==> config.mk <==
export PLATFORM = sky130hd
export DESIGN_NAME = lu_ctrl
export DESIGN_NICKNAME = d
export VERILOG_FILES = /design/src/design/lu_pivot_solver_defines.svh /design/src/design/lu_pkg.sv /design/src/design/lu_ctrl.sv
export SDC_FILE = /design/constraint.sdc
export NUM_CORES = 1
export LEC_CHECK = 0
export BUFFER_PORTS_ARGS = -buffer_cell sky130_fd_sc_hd__buf_4
export CORE_MARGIN = 5
export CORE_UTILIZATION = 35
export DETAILED_ROUTE_END_ITERATION = 16
export PLACE_DENSITY = 0.63
export SLEW_MARGIN = 20
export SYNTH_ARGS = -nofsm -noshare
export SYNTH_HDL_FRONTEND = slang
export SYNTH_SLANG_ARGS = --single-unit
==> constraint.sdc <==
create_clock -name clock -period 3.65 [get_ports clock]
set_input_delay 0.365 -clock clock [delete_from_list [all_inputs] [get_ports clock]]
set_output_delay 0.365 -clock clock [all_outputs]
set_load 0.02 [all_outputs]
==> src/design/lu_pivot_solver_defines.svh <==
// ----------------------------------------------------------------------------
// lu_pivot_solver_defines.svh
// Assertion macros for the LU pivot solver. Simulation builds get concurrent
// assertions; synthesis builds get empty bodies.
// ----------------------------------------------------------------------------
`ifndef LU_PIVOT_SOLVER_DEFINES_SVH
`define LU_PIVOT_SOLVER_DEFINES_SVH

`ifndef SYNTHESIS
// Implication checked in the same cycle.
`define LU_ASSERT_NOW(label, pre, post, msg) \
   label: assert property (@(posedge clock) disable iff (reset) (pre) |-> (post)) \
      else $error(msg);
// Implication checked in the next cycle.
`define LU_ASSERT_NEXT(label, pre, post, msg) \
   label: assert property (@(posedge clock) disable iff (reset) (pre) |=> (post)) \
      else $error(msg);
`else
`define LU_ASSERT_NOW(label, pre, post, msg)
`define LU_ASSERT_NEXT(label, pre, post, msg)
`endif

`endif

==> src/design/lu_pkg.sv <==
// ----------------------------------------------------------------------------
// lu_pkg
// Types, constants and fixed-point helpers shared by the LU pivot solver.
// ----------------------------------------------------------------------------
`timescale 1ns / 1ps
`default_nettype none

package lu_pkg;

   // Number format and array geometry.
   localparam int WORD_BITS = 32;
   localparam int FRAC_BITS = 16;
   localparam int MAX_ORDER = 8;
   localparam int IDX_BITS  = 3;
   localparam int CNT_BITS  = 4;
   localparam int ADDR_BITS = 2 * IDX_BITS;
   localparam int QUOT_BITS = WORD_BITS + FRAC_BITS;
   localparam int PROD_BITS = 2 * WORD_BITS;
   localparam int THR_BITS  = 31;
   localparam int SIZE_BITS = 4;

   localparam logic signed [WORD_BITS-1:0] WORD_MAX = {1'b0, {(WORD_BITS-1){1'b1}}};
   localparam logic signed [WORD_BITS-1:0] WORD_MIN = {1'b1, {(WORD_BITS-1){1'b0}}};

   // Configuration register indexes.
   localparam logic CSR_MATRIX_SIZE = 1'b0;
   localparam logic CSR_PIVOT_THR   = 1'b1;

   typedef enum logic [1:0] {
      REQ_LOAD_MATRIX = 2'd0,
      REQ_LOAD_RHS    = 2'd1,
      REQ_DECOMPOSE   = 2'd2,
      REQ_SOLVE       = 2'd3
   } lu_req_kind_type;

   typedef enum logic [1:0] {
      STAT_OK         = 2'd0,
      STAT_SINGULAR   = 2'd1,
      STAT_NO_FACTORS = 2'd2
   } lu_status_type;

   typedef struct packed {
      logic [1:0]                  req_type;
      logic [IDX_BITS-1:0]         row_index;
      logic [IDX_BITS-1:0]         col_index;
      logic signed [WORD_BITS-1:0] entry_value;
   } lu_req_type;

   typedef struct packed {
      logic [IDX_BITS-1:0]         result_index;
      logic signed [WORD_BITS-1:0] solution_value;
      logic [1:0]                  status;
      logic [IDX_BITS-1:0]         swap_tally;
      logic                        last;
   } lu_rsp_type;

   // Datapath operations issued by the controller.
   typedef enum logic [4:0] {
      DP_NOP,
      DP_LOAD_RHS,
      DP_BEST_INIT,
      DP_BEST_UPD,
      DP_HOLD_TMP,
      DP_HOLD_PIV,
      DP_DIV_M,
      DP_DIV_X,
      DP_TAKE_L,
      DP_MUL_L,
      DP_MUL_X,
      DP_SAT,
      DP_X_SUB,
      DP_X_QUOT,
      DP_X_LOAD,
      DP_X_TMP,
      DP_X_MOVE,
      DP_X_FROM_TMP,
      DP_SWAP_CLR,
      DP_SWAP_INC
   } lu_dp_op_type;

   // Source of the matrix memory write data.
   typedef enum logic [2:0] {
      WS_ENTRY,
      WS_RD,
      WS_TMP,
      WS_DIFF,
      WS_QUOT
   } lu_wsel_type;

   typedef enum logic [5:0] {
      S_IDLE,
      S_SRCH_RD, S_SRCH_CMP, S_PIV_CHK,
      S_SWP_A, S_SWP_B, S_SWP_C, S_SWP_D,
      S_ELM_RDP, S_ELM_GETP, S_ELM_RDL, S_ELM_DIV, S_ELM_WAIT, S_ELM_WRL,
      S_UPD_RD, S_UPD_MUL, S_UPD_SAT, S_UPD_WR,
      S_XLOAD, S_PRM_A, S_PRM_B, S_PRM_C,
      S_FWD_CHK, S_FWD_RD, S_FWD_MUL, S_FWD_SAT, S_FWD_WR,
      S_BCK_CHK, S_BCK_RD, S_BCK_MUL, S_BCK_SAT, S_BCK_WR,
      S_BCK_RDD, S_BCK_TST, S_BCK_WAIT, S_BCK_WRQ,
      S_OUT, S_OUT_ERR
   } lu_state_type;

   typedef struct packed {
      lu_dp_op_type         op;
      logic [ADDR_BITS-1:0] rd_addr;
      logic                 wr_en;
      logic [ADDR_BITS-1:0] wr_addr;
      lu_wsel_type          wr_sel;
      logic [IDX_BITS-1:0]  xr;
      logic [IDX_BITS-1:0]  xw;
      logic [IDX_BITS-1:0]  res_index;
      lu_status_type        res_status;
      logic                 res_last;
   } lu_cmd_type;

   typedef struct packed {
      logic gt_best;
      logic best_low;
      logic rd_low;
      logic div_busy;
   } lu_stat_type;

   // Magnitude of a two's complement word, as an unsigned word.
   function automatic logic [WORD_BITS-1:0] mag_of(input logic signed [WORD_BITS-1:0] v);
      mag_of = v[WORD_BITS-1] ? (~v + 1'b1) : v;
   endfunction

   // Applies a sign to a magnitude and saturates to the word range.
   function automatic logic signed [WORD_BITS-1:0] from_mag(input logic neg,
                                                            input logic [QUOT_BITS-1:0] m);
      logic [QUOT_BITS-1:0] lim;
      logic [WORD_BITS-1:0] lo;
      lim = {{(QUOT_BITS-WORD_BITS+1){1'b0}}, {(WORD_BITS-1){1'b1}}} + QUOT_BITS'(neg);
      lo  = m[WORD_BITS-1:0];
      if (m > lim) begin
         from_mag = neg ? WORD_MIN : WORD_MAX;
      end else begin
         from_mag = neg ? (~lo + 1'b1) : lo;
      end
   endfunction

   // Saturating subtraction.
   function automatic logic signed [WORD_BITS-1:0] sat_sub(input logic signed [WORD_BITS-1:0] a,
                                                           input logic signed [WORD_BITS-1:0] b);
      logic [WORD_BITS:0] d;
      d = {a[WORD_BITS-1], a} - {b[WORD_BITS-1], b};
      if (d[WORD_BITS] != d[WORD_BITS-1]) begin
         sat_sub = d[WORD_BITS] ? WORD_MIN : WORD_MAX;
      end else begin
         sat_sub = d[WORD_BITS-1:0];
      end
   endfunction

endpackage

`default_nettype wire

==> src/design/lu_ctrl.sv <==
// ----------------------------------------------------------------------------
// lu_ctrl
// Sequencer of the LU pivot solver: walks the factorization, permutation,
// forward and back substitution loops and drives the result channel.
// ----------------------------------------------------------------------------
`timescale 1ns / 1ps
`default_nettype none

module lu_ctrl (
   input  wire logic                            clock,
   input  wire logic                            reset,
   input  wire logic                            req_valid,
   input  wire lu_pkg::lu_req_type              req,
   output logic                                 req_stall,
   output logic                                 rsp_valid,
   input  wire logic                            rsp_stall,
   input  wire logic [lu_pkg::CNT_BITS-1:0]     order_n,
   input  wire logic                            size_wr,
   input  wire lu_pkg::lu_stat_type             stat,
   output lu_pkg::lu_cmd_type                   cmd
);
   import lu_pkg::*;

   lu_state_type         state_ff, state_in;
   logic [CNT_BITS-1:0]  k_ff, k_in;
   logic [CNT_BITS-1:0]  i_ff, i_in;
   logic [CNT_BITS-1:0]  j_ff, j_in;
   logic [IDX_BITS-1:0]  p_ff, p_in;
   logic                 fv_ff, fv_in;
   lu_status_type        err_ff, err_in;
   logic [IDX_BITS-1:0]  prow_ff [MAX_ORDER];
   logic [IDX_BITS-1:0]  prow_in [MAX_ORDER];

   logic [IDX_BITS-1:0]  ki, ii, ji;
   logic [IDX_BITS-1:0]  prow_i;
   logic                 perm;
   logic [CNT_BITS-1:0]  k_nx, i_nx, j_nx;

   assign ki     = k_ff[IDX_BITS-1:0];
   assign ii     = i_ff[IDX_BITS-1:0];
   assign ji     = j_ff[IDX_BITS-1:0];
   assign k_nx   = k_ff + 1'b1;
   assign i_nx   = i_ff + 1'b1;
   assign j_nx   = j_ff + 1'b1;
   assign prow_i = prow_ff[ii];
   assign perm   = (prow_i != ii) && ({1'b0, prow_i} < order_n);

   // Next state and loop counters.
   always_comb begin
      state_in = state_ff;
      k_in     = k_ff;
      i_in     = i_ff;
      j_in     = j_ff;
      p_in     = p_ff;
      fv_in    = fv_ff;
      err_in   = err_ff;
      prow_in  = prow_ff;
      case (state_ff)
         S_IDLE: begin
            if (size_wr) begin
               fv_in = 1'b0;
            end
            if (req_valid) begin
               case (req.req_type)
                  REQ_LOAD_MATRIX: fv_in = 1'b0;
                  REQ_DECOMPOSE: begin
                     k_in     = '0;
                     i_in     = '0;
                     state_in = S_SRCH_RD;
                  end
                  REQ_SOLVE: begin
                     if (fv_ff) begin
                        state_in = S_XLOAD;
                     end else begin
                        err_in   = STAT_NO_FACTORS;
                        state_in = S_OUT_ERR;
                     end
                  end
                  default: begin
                  end
               endcase
            end
         end
         S_SRCH_RD: state_in = S_SRCH_CMP;
         S_SRCH_CMP: begin
            if (i_ff == k_ff) begin
               p_in = ki;
            end else if (stat.gt_best) begin
               p_in = ii;
            end
            if (i_nx < order_n) begin
               i_in     = i_nx;
               state_in = S_SRCH_RD;
            end else begin
               state_in = S_PIV_CHK;
            end
         end
         S_PIV_CHK: begin
            if (stat.best_low) begin
               fv_in    = 1'b0;
               err_in   = STAT_SINGULAR;
               state_in = S_OUT_ERR;
            end else begin
               prow_in[ki] = p_ff;
               if (p_ff != ki) begin
                  j_in     = '0;
                  state_in = S_SWP_A;
               end else begin
                  state_in = S_ELM_RDP;
               end
            end
         end
         S_SWP_A: state_in = S_SWP_B;
         S_SWP_B: state_in = S_SWP_C;
         S_SWP_C: state_in = S_SWP_D;
         S_SWP_D: begin
            if (j_nx < order_n) begin
               j_in     = j_nx;
               state_in = S_SWP_A;
            end else begin
               state_in = S_ELM_RDP;
            end
         end
         S_ELM_RDP: state_in = S_ELM_GETP;
         S_ELM_GETP: begin
            i_in = k_nx;
            if (k_nx < order_n) begin
               state_in = S_ELM_RDL;
            end else begin
               fv_in    = 1'b1;
               state_in = S_XLOAD;
            end
         end
         S_ELM_RDL: state_in = S_ELM_DIV;
         S_ELM_DIV: state_in = S_ELM_WAIT;
         S_ELM_WAIT: begin
            if (!stat.div_busy) begin
               state_in = S_ELM_WRL;
            end
         end
         S_ELM_WRL: begin
            j_in     = k_nx;
            state_in = S_UPD_RD;
         end
         S_UPD_RD:  state_in = S_UPD_MUL;
         S_UPD_MUL: state_in = S_UPD_SAT;
         S_UPD_SAT: state_in = S_UPD_WR;
         S_UPD_WR: begin
            if (j_nx < order_n) begin
               j_in     = j_nx;
               state_in = S_UPD_RD;
            end else if (i_nx < order_n) begin
               i_in     = i_nx;
               state_in = S_ELM_RDL;
            end else begin
               // Column done: move to the next pivot column.
               k_in     = k_nx;
               i_in     = k_nx;
               state_in = S_SRCH_RD;
            end
         end
         S_XLOAD: begin
            i_in     = '0;
            state_in = S_PRM_A;
         end
         S_PRM_A, S_PRM_C: begin
            if (state_ff == S_PRM_A && perm) begin
               state_in = S_PRM_B;
            end else if (i_nx < order_n) begin
               i_in     = i_nx;
               state_in = S_PRM_A;
            end else begin
               i_in     = '0;
               j_in     = '0;
               state_in = S_FWD_CHK;
            end
         end
         S_PRM_B: state_in = S_PRM_C;
         S_FWD_CHK: begin
            if (i_ff == order_n) begin
               i_in     = order_n - 1'b1;
               j_in     = order_n;
               state_in = S_BCK_CHK;
            end else if (j_ff < i_ff) begin
               state_in = S_FWD_RD;
            end else begin
               i_in = i_nx;
               j_in = '0;
            end
         end
         S_FWD_RD:  state_in = S_FWD_MUL;
         S_FWD_MUL: state_in = S_FWD_SAT;
         S_FWD_SAT: state_in = S_FWD_WR;
         S_FWD_WR: begin
            j_in     = j_nx;
            state_in = S_FWD_CHK;
         end
         S_BCK_CHK: begin
            if (j_ff < order_n) begin
               state_in = S_BCK_RD;
            end else begin
               state_in = S_BCK_RDD;
            end
         end
         S_BCK_RD:  state_in = S_BCK_MUL;
         S_BCK_MUL: state_in = S_BCK_SAT;
         S_BCK_SAT: state_in = S_BCK_WR;
         S_BCK_WR: begin
            j_in     = j_nx;
            state_in = S_BCK_CHK;
         end
         S_BCK_RDD: state_in = S_BCK_TST;
         S_BCK_TST: begin
            if (stat.rd_low) begin
               err_in   = STAT_SINGULAR;
               state_in = S_OUT_ERR;
            end else begin
               state_in = S_BCK_WAIT;
            end
         end
         S_BCK_WAIT: begin
            if (!stat.div_busy) begin
               state_in = S_BCK_WRQ;
            end
         end
         S_BCK_WRQ: begin
            if (i_ff == '0) begin
               state_in = S_OUT;
            end else begin
               j_in     = i_ff;
               i_in     = i_ff - 1'b1;
               state_in = S_BCK_CHK;
            end
         end
         S_OUT: begin
            if (!rsp_stall) begin
               if (i_nx == order_n) begin
                  state_in = S_IDLE;
               end else begin
                  i_in = i_nx;
               end
            end
         end
         S_OUT_ERR: begin
            if (!rsp_stall) begin
               state_in = S_IDLE;
            end
         end
         default: state_in = S_IDLE;
      endcase
   end

   always_ff @(posedge clock) begin
      if (reset) begin
         state_ff <= S_IDLE;
         fv_ff    <= 1'b0;
         k_ff     <= '0;
         i_ff     <= '0;
         j_ff     <= '0;
      end else begin
         state_ff <= state_in;
         fv_ff    <= fv_in;
         k_ff     <= k_in;
         i_ff     <= i_in;
         j_ff     <= j_in;
      end
   end

   always_ff @(posedge clock) begin
      p_ff    <= p_in;
      err_ff  <= err_in;
      prow_ff <= prow_in;
   end

   // Datapath commands and handshake outputs.
   always_comb begin
      cmd            = '0;
      cmd.op         = DP_NOP;
      cmd.wr_sel     = WS_ENTRY;
      cmd.res_status = STAT_OK;
      req_stall      = 1'b1;
      rsp_valid      = 1'b0;
      case (state_ff)
         S_IDLE: begin
            req_stall = 1'b0;
            if (req_valid) begin
               case (req.req_type)
                  REQ_LOAD_MATRIX: begin
                     cmd.wr_en   = 1'b1;
                     cmd.wr_addr = {req.row_index, req.col_index};
                     cmd.wr_sel  = WS_ENTRY;
                  end
                  REQ_LOAD_RHS:  cmd.op = DP_LOAD_RHS;
                  REQ_DECOMPOSE: cmd.op = DP_SWAP_CLR;
                  default: begin
                  end
               endcase
            end
         end
         S_SRCH_RD:  cmd.rd_addr = {ii, ki};
         S_SRCH_CMP: cmd.op = (i_ff == k_ff) ? DP_BEST_INIT : DP_BEST_UPD;
         S_PIV_CHK: begin
            if (!stat.best_low && p_ff != ki) begin
               cmd.op = DP_SWAP_INC;
            end
         end
         S_SWP_A: cmd.rd_addr = {ki, ji};
         S_SWP_B: begin
            cmd.op      = DP_HOLD_TMP;
            cmd.rd_addr = {p_ff, ji};
         end
         S_SWP_C: begin
            cmd.wr_en   = 1'b1;
            cmd.wr_addr = {ki, ji};
            cmd.wr_sel  = WS_RD;
         end
         S_SWP_D: begin
            cmd.wr_en   = 1'b1;
            cmd.wr_addr = {p_ff, ji};
            cmd.wr_sel  = WS_TMP;
         end
         S_ELM_RDP:  cmd.rd_addr = {ki, ki};
         S_ELM_GETP: cmd.op = DP_HOLD_PIV;
         S_ELM_RDL:  cmd.rd_addr = {ii, ki};
         S_ELM_DIV:  cmd.op = DP_DIV_M;
         S_ELM_WRL: begin
            cmd.op      = DP_TAKE_L;
            cmd.wr_en   = 1'b1;
            cmd.wr_addr = {ii, ki};
            cmd.wr_sel  = WS_QUOT;
         end
         S_UPD_RD: cmd.rd_addr = {ki, ji};
         S_UPD_MUL: begin
            cmd.op      = DP_MUL_L;
            cmd.rd_addr = {ii, ji};
         end
         S_UPD_SAT: begin
            cmd.op      = DP_SAT;
            cmd.rd_addr = {ii, ji};
         end
         S_UPD_WR: begin
            cmd.wr_en   = 1'b1;
            cmd.wr_addr = {ii, ji};
            cmd.wr_sel  = WS_DIFF;
         end
         S_XLOAD: cmd.op = DP_X_LOAD;
         S_PRM_A: begin
            if (perm) begin
               cmd.op = DP_X_TMP;
               cmd.xr = ii;
            end
         end
         S_PRM_B: begin
            cmd.op = DP_X_MOVE;
            cmd.xr = prow_i;
            cmd.xw = ii;
         end
         S_PRM_C: begin
            cmd.op = DP_X_FROM_TMP;
            cmd.xw = prow_i;
         end
         S_FWD_RD, S_BCK_RD: cmd.rd_addr = {ii, ji};
         S_FWD_MUL, S_BCK_MUL: begin
            cmd.op = DP_MUL_X;
            cmd.xr = ji;
         end
         S_FWD_SAT, S_BCK_SAT: cmd.op = DP_SAT;
         S_FWD_WR, S_BCK_WR: begin
            cmd.op = DP_X_SUB;
            cmd.xr = ii;
            cmd.xw = ii;
         end
         S_BCK_RDD: cmd.rd_addr = {ii, ii};
         S_BCK_TST: begin
            cmd.xr = ii;
            if (!stat.rd_low) begin
               cmd.op = DP_DIV_X;
            end
         end
         S_BCK_WRQ: begin
            cmd.op = DP_X_QUOT;
            cmd.xw = ii;
         end
         S_OUT: begin
            rsp_valid     = 1'b1;
            cmd.xr        = ii;
            cmd.res_index = ii;
            cmd.res_last  = (i_nx == order_n);
         end
         S_OUT_ERR: begin
            rsp_valid      = 1'b1;
            cmd.res_status = err_ff;
            cmd.res_last   = 1'b1;
         end
         default: begin
         end
      endcase
   end

endmodule

`default_nettype wire
==> results.py, run 1 <==
metrics = {
    "placement": {
        "dp_hpwl_mm": 15.1,
        "finalWeightedCongestion": 1.02,
        "port_buffers": 55,
    },
    "critical_path": {
        "rr_worst_depth": 12,
        "crit_path_top_delay_cell": "nor3b_1",
        "path_buf_inv": 2,
        "critPathKind": "flip-flop to output pin",
        "crit_arrival_ns": 3.10,
        "r2r_end": "j_ff[2]$_SDFFE_PP0P_",
        "crit_fanout": 20,
        "critPathMaxStageDelay_ns": 0.85,
        "cp_cell_sequence": "buf_4 > nor3b_1 > a21oi_1 > o21ai_0 > nand2_1 > o21ai_0 > buf_4",
        "cp-startpoint": "state_ff[1]$_SDFFE_PP0P_",
        "reg2reg_from": "i_ff[0]$_SDFFE_PP0P_",
        "critPathCapture": "cmd[6]",
        "setup.worst_path.start_class": "flip-flop",
        "path_depth": 7,
        "cp_top_family": "simple AND/OR/NAND/NOR gates",
        "endpoint_kind": "output pin",
        "crit_required_ns": 3.28,
        "regToRegSetupSlack_ns": 0.36,
    },
    "drt": {
        "drcViolationCount": 0,
        "vias": 5324,
        "detail_route.wl_per_cell_microns": 23.2,
        "first_iter_violations": 552,
        "detail-route-antenna-nets": 0,
        "wl_mm": 19.6,
        "via_per_inst": 6.32,
        "first_pass_iters": 6,
    },
    "cells_and_area": {
        "fillers": 1373,
        "n_antenna_cell": 0,
        "layout_common_cells": "buf_4, nand2_1, nor2_1, edfxtp_1, a21oi_1",
        "post-route-util_pct": 43.1,
        "seq_area_sq_um": 1250,
        "area_delta_synth_final_pct": 19.9,
        "nets": 742,
        "drive_gt1_share_pct": 18.3,
        "final_common_cell": "buf_4",
        "multi_input_area_sq_um": 3300,
    },
    "grt": {
        "overflow": 0,
        "antenna_found_initial": 0,
        "grt_pass1_vias": 5014,
        "track_usage_pct": 23.6,
        "grt_max_degree": 32,
        "grt_first_pass_wirelength_mm": 29.6,
    },
    "hold_path": {
        "hold_path.class": "input port to flip-flop",
        "worstHoldStart": "rsp_stall",
    },
    "clocking": {
        "cts_tree": "done",
        "hold_buffers": 0,
        "clk_path_buf_depth": 2,
        "clkTransAtPathRegs_ns": 0.08,
        "cts_buffers": 5,
        "h-tree-depth": 2,
        "numClockSinks": 48,
        "insertion_delay_ns": 0.30,
        "root_buffer": "clkbuf_16",
    },
    "die": {
        "io_pins": 88,
        "die_w_microns": 127,
        "initial_core_util_pct": 36.0,
        "num_rows": 42,
        "die_h_microns": 127,
        "core_area_sq_um": 13400,
        "die-area_sq_um": 16200,
    },
    "pwr": {
        "finalPower_w": 0.00275,
        "p_leak_nw": 2.41,
        "peakVddDrop_v": 0.000241,
        "powerDensity_nw_per_um2": 476,
    },
    "sta": {
        "tns_ns": 0,
        "tightest_slew_ns": 1.04,
        "rsz0062_at_grt": "no",
        "fin_crit_sh_pct": 94.9,
        "finalHoldViolCount": 0,
        "fin_worst_skew_ns": 0.00869,
        "maxSlewHeadroom_pct": 30.2,
        "drv_slew": 0,
        "fmax_mhz": 289,
        "finalSetupViolCount": 0,
        "min_period_ns": 3.46,
    },
    "yosys": {
        "avgSynthCellArea_sq_um": 7.89,
        "yosysSeqAreaShare_pct": 25.9,
        "synth_flop_cell": "edfxtp_1",
        "netlist.area_leader.share_pct": 18.1,
        "syn-instance-count": 611,
        "ys_ff_latch": 48,
        "synthDistinctLibCells": 71,
        "synthTopCellsByArea": "edfxtp_1, dfxtp_1, ha_1, nand2_1, nor2_1",
        "async_flop_share_pct": 0,
        "yosys_warnings": 0,
        "synth.largest_area_cell": "edfxtp_1",
        "synth_nets": 687,
        "syn-cell-area_sq_um": 4820,
        "synth-edff-count": 29,
    },
    "status": {
        "status": "finished, final reports clean",
    },
    "flow_run": {
        "maxCapViolCount": 0,
    },
}
==> metrics by stage <==
stage / cell area, sq um / worst slack (ns) / cells / hold WS [ns]
6_report: 5780 / 0.187 / 843 / 0.388
5_1_grt: 5780 / 0.0238 / 843 / 0.396
4_1_cts: 5760 / 0.0535 / 841 / 0.382
3_5_place_dp: 5580 / 0.151 / 833 / 0.540
3_3_place_gp: 5580 / 0.176 / 833 / 0.527
2_1_floorplan: 4820 / 0.365 / 611 / 0.482
==> worst reg2reg max path: stages (launching register included) <==
cell and delay (ns):
dfxtp_4 0.43, mux4_2 0.52, mux2i_1 0.20, inv_1 0.07
ha_1 0.27, o21a_1 0.10, o21ai_0 0.07, nand3_1 0.14
a2bb2oi_4 0.08, buf_4 0.14, buf_4 0.14, or4_1 0.68
mux2_4 0.35
==> timing repair <==
action                                  in CTS  in global routing
gates resized for setup                      2                  1
pin swaps                                    0                  1
endpoints found under the setup margin       5                  3
setup buffers                                0                  2
==> state kept, by name, summed over array words and instances (netlist names) <==
name and flops:
err_ff 2, fv_ff 1, i_ff 4, j_ff 4, k_ff 4, p_ff 3
prow_ff 24, state_ff 6
==> power by group <==
group          internal [W]  switching (W)
clock              0.000326       0.000233
sequential         0.000622       0.000106
combinational      0.000553       0.000912
==> layer usage <==
metal	global-route usage, %	vias to the layer above	wire length (microns)
li1	-	2396	-
met1	32.4	2584	8310
met2	36.1	291	8700
met3	6.26	53	1920
met4	7.51	0	627
met5	0	-	0
==> Yosys cell counts, types with 7 or more instances <==
cell type	instances
a21o_1	9
a21oi_1	26
a221o_1	8
a31oi_1	7
and3_1	8
clkbuf_1	46
dfxtp_1	19
edfxtp_1	29
ha_1	23
inv_1	21
mux2i_1	12
nand2_1	59
nand2b_1	18
nand3_1	23
nor2_1	57
nor2b_1	12
nor3_1	22
nor3b_1	10
nor4_1	12
o211ai_1	7
o21ai_0	20
o22ai_1	7
o31ai_1	7
or3_1	9
xnor2_1	12
xor2_1	13
==> layout make-up <==
type	instances	share of cell area, %
Clock buffer	5	2.16
Clock inverter	3	0.801
Inverter	23	1.49
Multi-Input combinational cell	488	57.0
Sequential cell	48	21.7
Tap cell	176	3.81
Timing Repair Buffer	100	13.0
==> worst min path at each step <==
stage	slack (ns)	end	cells past startpoint
2_1_floorplan	0.48	j_ff[3]$_SDFFE_PP0P_	2
3_3_place_gp	0.53	j_ff[3]$_SDFFE_PP0P_	2
3_5_place_dp	0.54	j_ff[3]$_SDFFE_PP0P_	2
4_1_cts	0.38	state_ff[0]$_SDFFE_PP0P_	3
5_1_grt	0.40	state_ff[0]$_SDFFE_PP0P_	3
6_report	0.39	state_ff[0]$_SDFFE_PP0P_	3
==> logic make-up after synthesis <==
family,share of synthesized area [%]
buffers and inverters,5.91
DFF,25.9
and+or+nand+nor,27.2
adders and majority gates,5.97
xor gates and xnor gates,4.54
muxes,6.30
AOI/OAI and AO/OA,24.1
(Power assumes the default switching activity.)
==> run 2: changes to the inputs <==
- PLACE_DENSITY: 0.63 -> 0.62
==> results.py, run 2 (synthesis gave the netlist of run 1 again) <==
metrics = {
    "clocking": {
        "clkTransAtPathRegs_ns": 0.07,
        "numClockSinks": 48,
        "hold_buffers": 0,
        "h-tree-depth": 2,
        "root_buffer": "clkbuf_16",
        "insertion_delay_ns": 0.30,
        "clk_path_buf_depth": 2,
        "cts_buffers": 5,
        "cts_tree": "done",
    },
    "drt": {
        "dr_wl_met2_mm": 8.54,
        "vias": 5251,
        "route.met3.wl_mm": 1.66,
        "top_layer": "met4",
        "first_iter_violations": 716,
        "via_per_inst": 6.27,
        "wl_mm": 18.7,
        "drcViolationCount": 0,
        "detail-route-antenna-nets": 0,
        "first_pass_iters": 7,
        "detail_route.wl_per_cell_microns": 22.3,
        "wl_met1_mm": 7.68,
    },
    "hold_path": {
        "hold_path.class": "input port to flip-flop",
    },
    "cells_and_area": {
        "nets": 737,
        "final_common_cell": "buf_4",
        "layout_common_cells": "buf_4, nand2_1, nor2_1, edfxtp_1, a21oi_1",
        "largest_register_ffs": 24,
        "area_delta_synth_final_pct": 19.5,
        "post-route-util_pct": 43.0,
        "reg_top3": "prow_ff: 24 flops, state_ff: 6 flops",
        "regMostFlops": "prow_ff",
        "n_antenna_cell": 0,
        "drive_gt1_share_pct": 18.3,
    },
    "critical_path": {
        "cp_top_family": "compound AO/OA/AOI/OAI gates",
        "critPathKind": "flip-flop to output pin",
        "crit_arrival_ns": 3.17,
        "crit_required_ns": 3.28,
        "setup.worst_path.start_class": "flip-flop",
        "endpoint_kind": "output pin",
        "cp_cell_sequence": "mux4_2 > mux2i_4 > inv_1 > ha_1 > o21a_1 > o21ai_0 > nand3_1 > a2bb2oi_2 > a311o_1 > a221o_1 > buf_4",
        "critPathMaxStageDelay_ns": 0.55,
        "path_buf_inv": 2,
        "crit_fanout": 10,
        "crit_path_top_delay_cell": "mux4_2",
    },
    "die": {
        "die-area_sq_um": 16200,
        "die_w_microns": 127,
        "num_rows": 42,
        "core_area_sq_um": 13400,
        "initial_core_util_pct": 36.0,
        "die_h_microns": 127,
        "io_pins": 88,
    },
    "pwr": {
        "p_leak_nw": 2.38,
        "finalPower_w": 0.00271,
        "peakVddDrop_v": 0.000277,
        "powerDensity_nw_per_um2": 470,
    },
    "sta": {
        "tns_ns": 0,
        "fin_crit_sh_pct": 96.8,
        "fin_worst_skew_ns": 0.00840,
        "finalHoldViolCount": 0,
        "finalSetupViolCount": 0,
        "drv_slew": 0,
        "finalHoldWorstSlack_ns": 0.355,
        "tightest_slew_ns": 1.04,
        "fmax_mhz": 283,
        "rsz0062_at_grt": "no",
        "min_period_ns": 3.53,
        "maxSlewHeadroom_pct": 29.0,
    },
    "grt": {
        "antenna_found_initial": 0,
        "overflow": 0,
        "grt_pass1_vias": 5046,
        "grt_first_pass_wirelength_mm": 28.9,
        "track_usage_pct": 22.6,
        "grt_max_degree": 36,
    },
    "placement": {
        "dp_hpwl_mm": 14.3,
        "finalWeightedCongestion": 0.997,
        "port_buffers": 55,
    },
    "status": {
        "status": "finished, final reports clean",
    },
    "flow_run": {
        "maxCapViolCount": 0,
    },
}
==> run 2: changes by cell type in the layout (fill, tap and decap cells not counted), sizes merged <==
cell and delta:
buf -5
==> run 2: path summary, 6_finish.rpt <==
| path | start | endpoint | slack (ns) | cells past startpoint |
|---|---|---|---|---|
| max | i_ff[0]$_SDFFE_PP0P_ | cmd[11] | 0.12 | 11 |
| min | rsp_stall | state_ff[0]$_SDFFE_PP0P_ | 0.35 | 3 |
| min reg2reg | j_ff[3]$_SDFFE_PP0P_ | j_ff[3]$_SDFFE_PP0P_ | 0.54 | 2 |
| max reg2reg | i_ff[0]$_SDFFE_PP0P_ | i_ff[0]$_SDFFE_PP0P_ | 0.42 | 11 |
==> run 2: repair_timing <==
| action | CTS | global route |
|---|---|---|
| endpoints found under the setup margin | 5 | 4 |
| setup buffers | 0 | 2 |
| resized for setup | 2 | 5 |
| pin swaps | 0 | 1 |
==> run 2: through the flow <==
step / worst slack, ns / std cells / cell area [sq um]
floorplan: 0.365 / 611 / 4820
global route: 0.00590 / 838 / 5760
finish: 0.118 / 838 / 5760
global placement: 0.160 / 828 / 5540
CTS: 0.0576 / 836 / 5720
detailed placement: 0.120 / 828 / 5550
==> run 2: final cells by class <==
class                   instances  area (sq um)
clock buffers                   5           125
fillers                      1353          7640
repair buffers                 95           713
multi-input cells             488          3320
clock inverters                 3          46.3
inverters                      23          86.3
flip-flops and latches         48          1260
well taps                     176           220
==> run 2: report_power, final <==
| part | internal (W) | switching [W] |
|---|---|---|
| registers | 0.000622 | 0.0000752 |
| clock network | 0.000326 | 0.000230 |
| logic | 0.000537 | 0.000921 |
| total | 0.00149 | 0.00123 |
==> run 2: layer usage <==
metal / GRT usage (%) / vias up
li1: - / 2394
met1: 30.1 / 2510
met2: 35.6 / 303
met3: 4.55 / 44
met4: 9.84 / 0
met5: 0 / -
==> run 2: tightest hold or removal path, cell delays in order <==
cell and delay, ns:
buf_4 0.10, nand4_1 0.08, o211ai_1 0.08
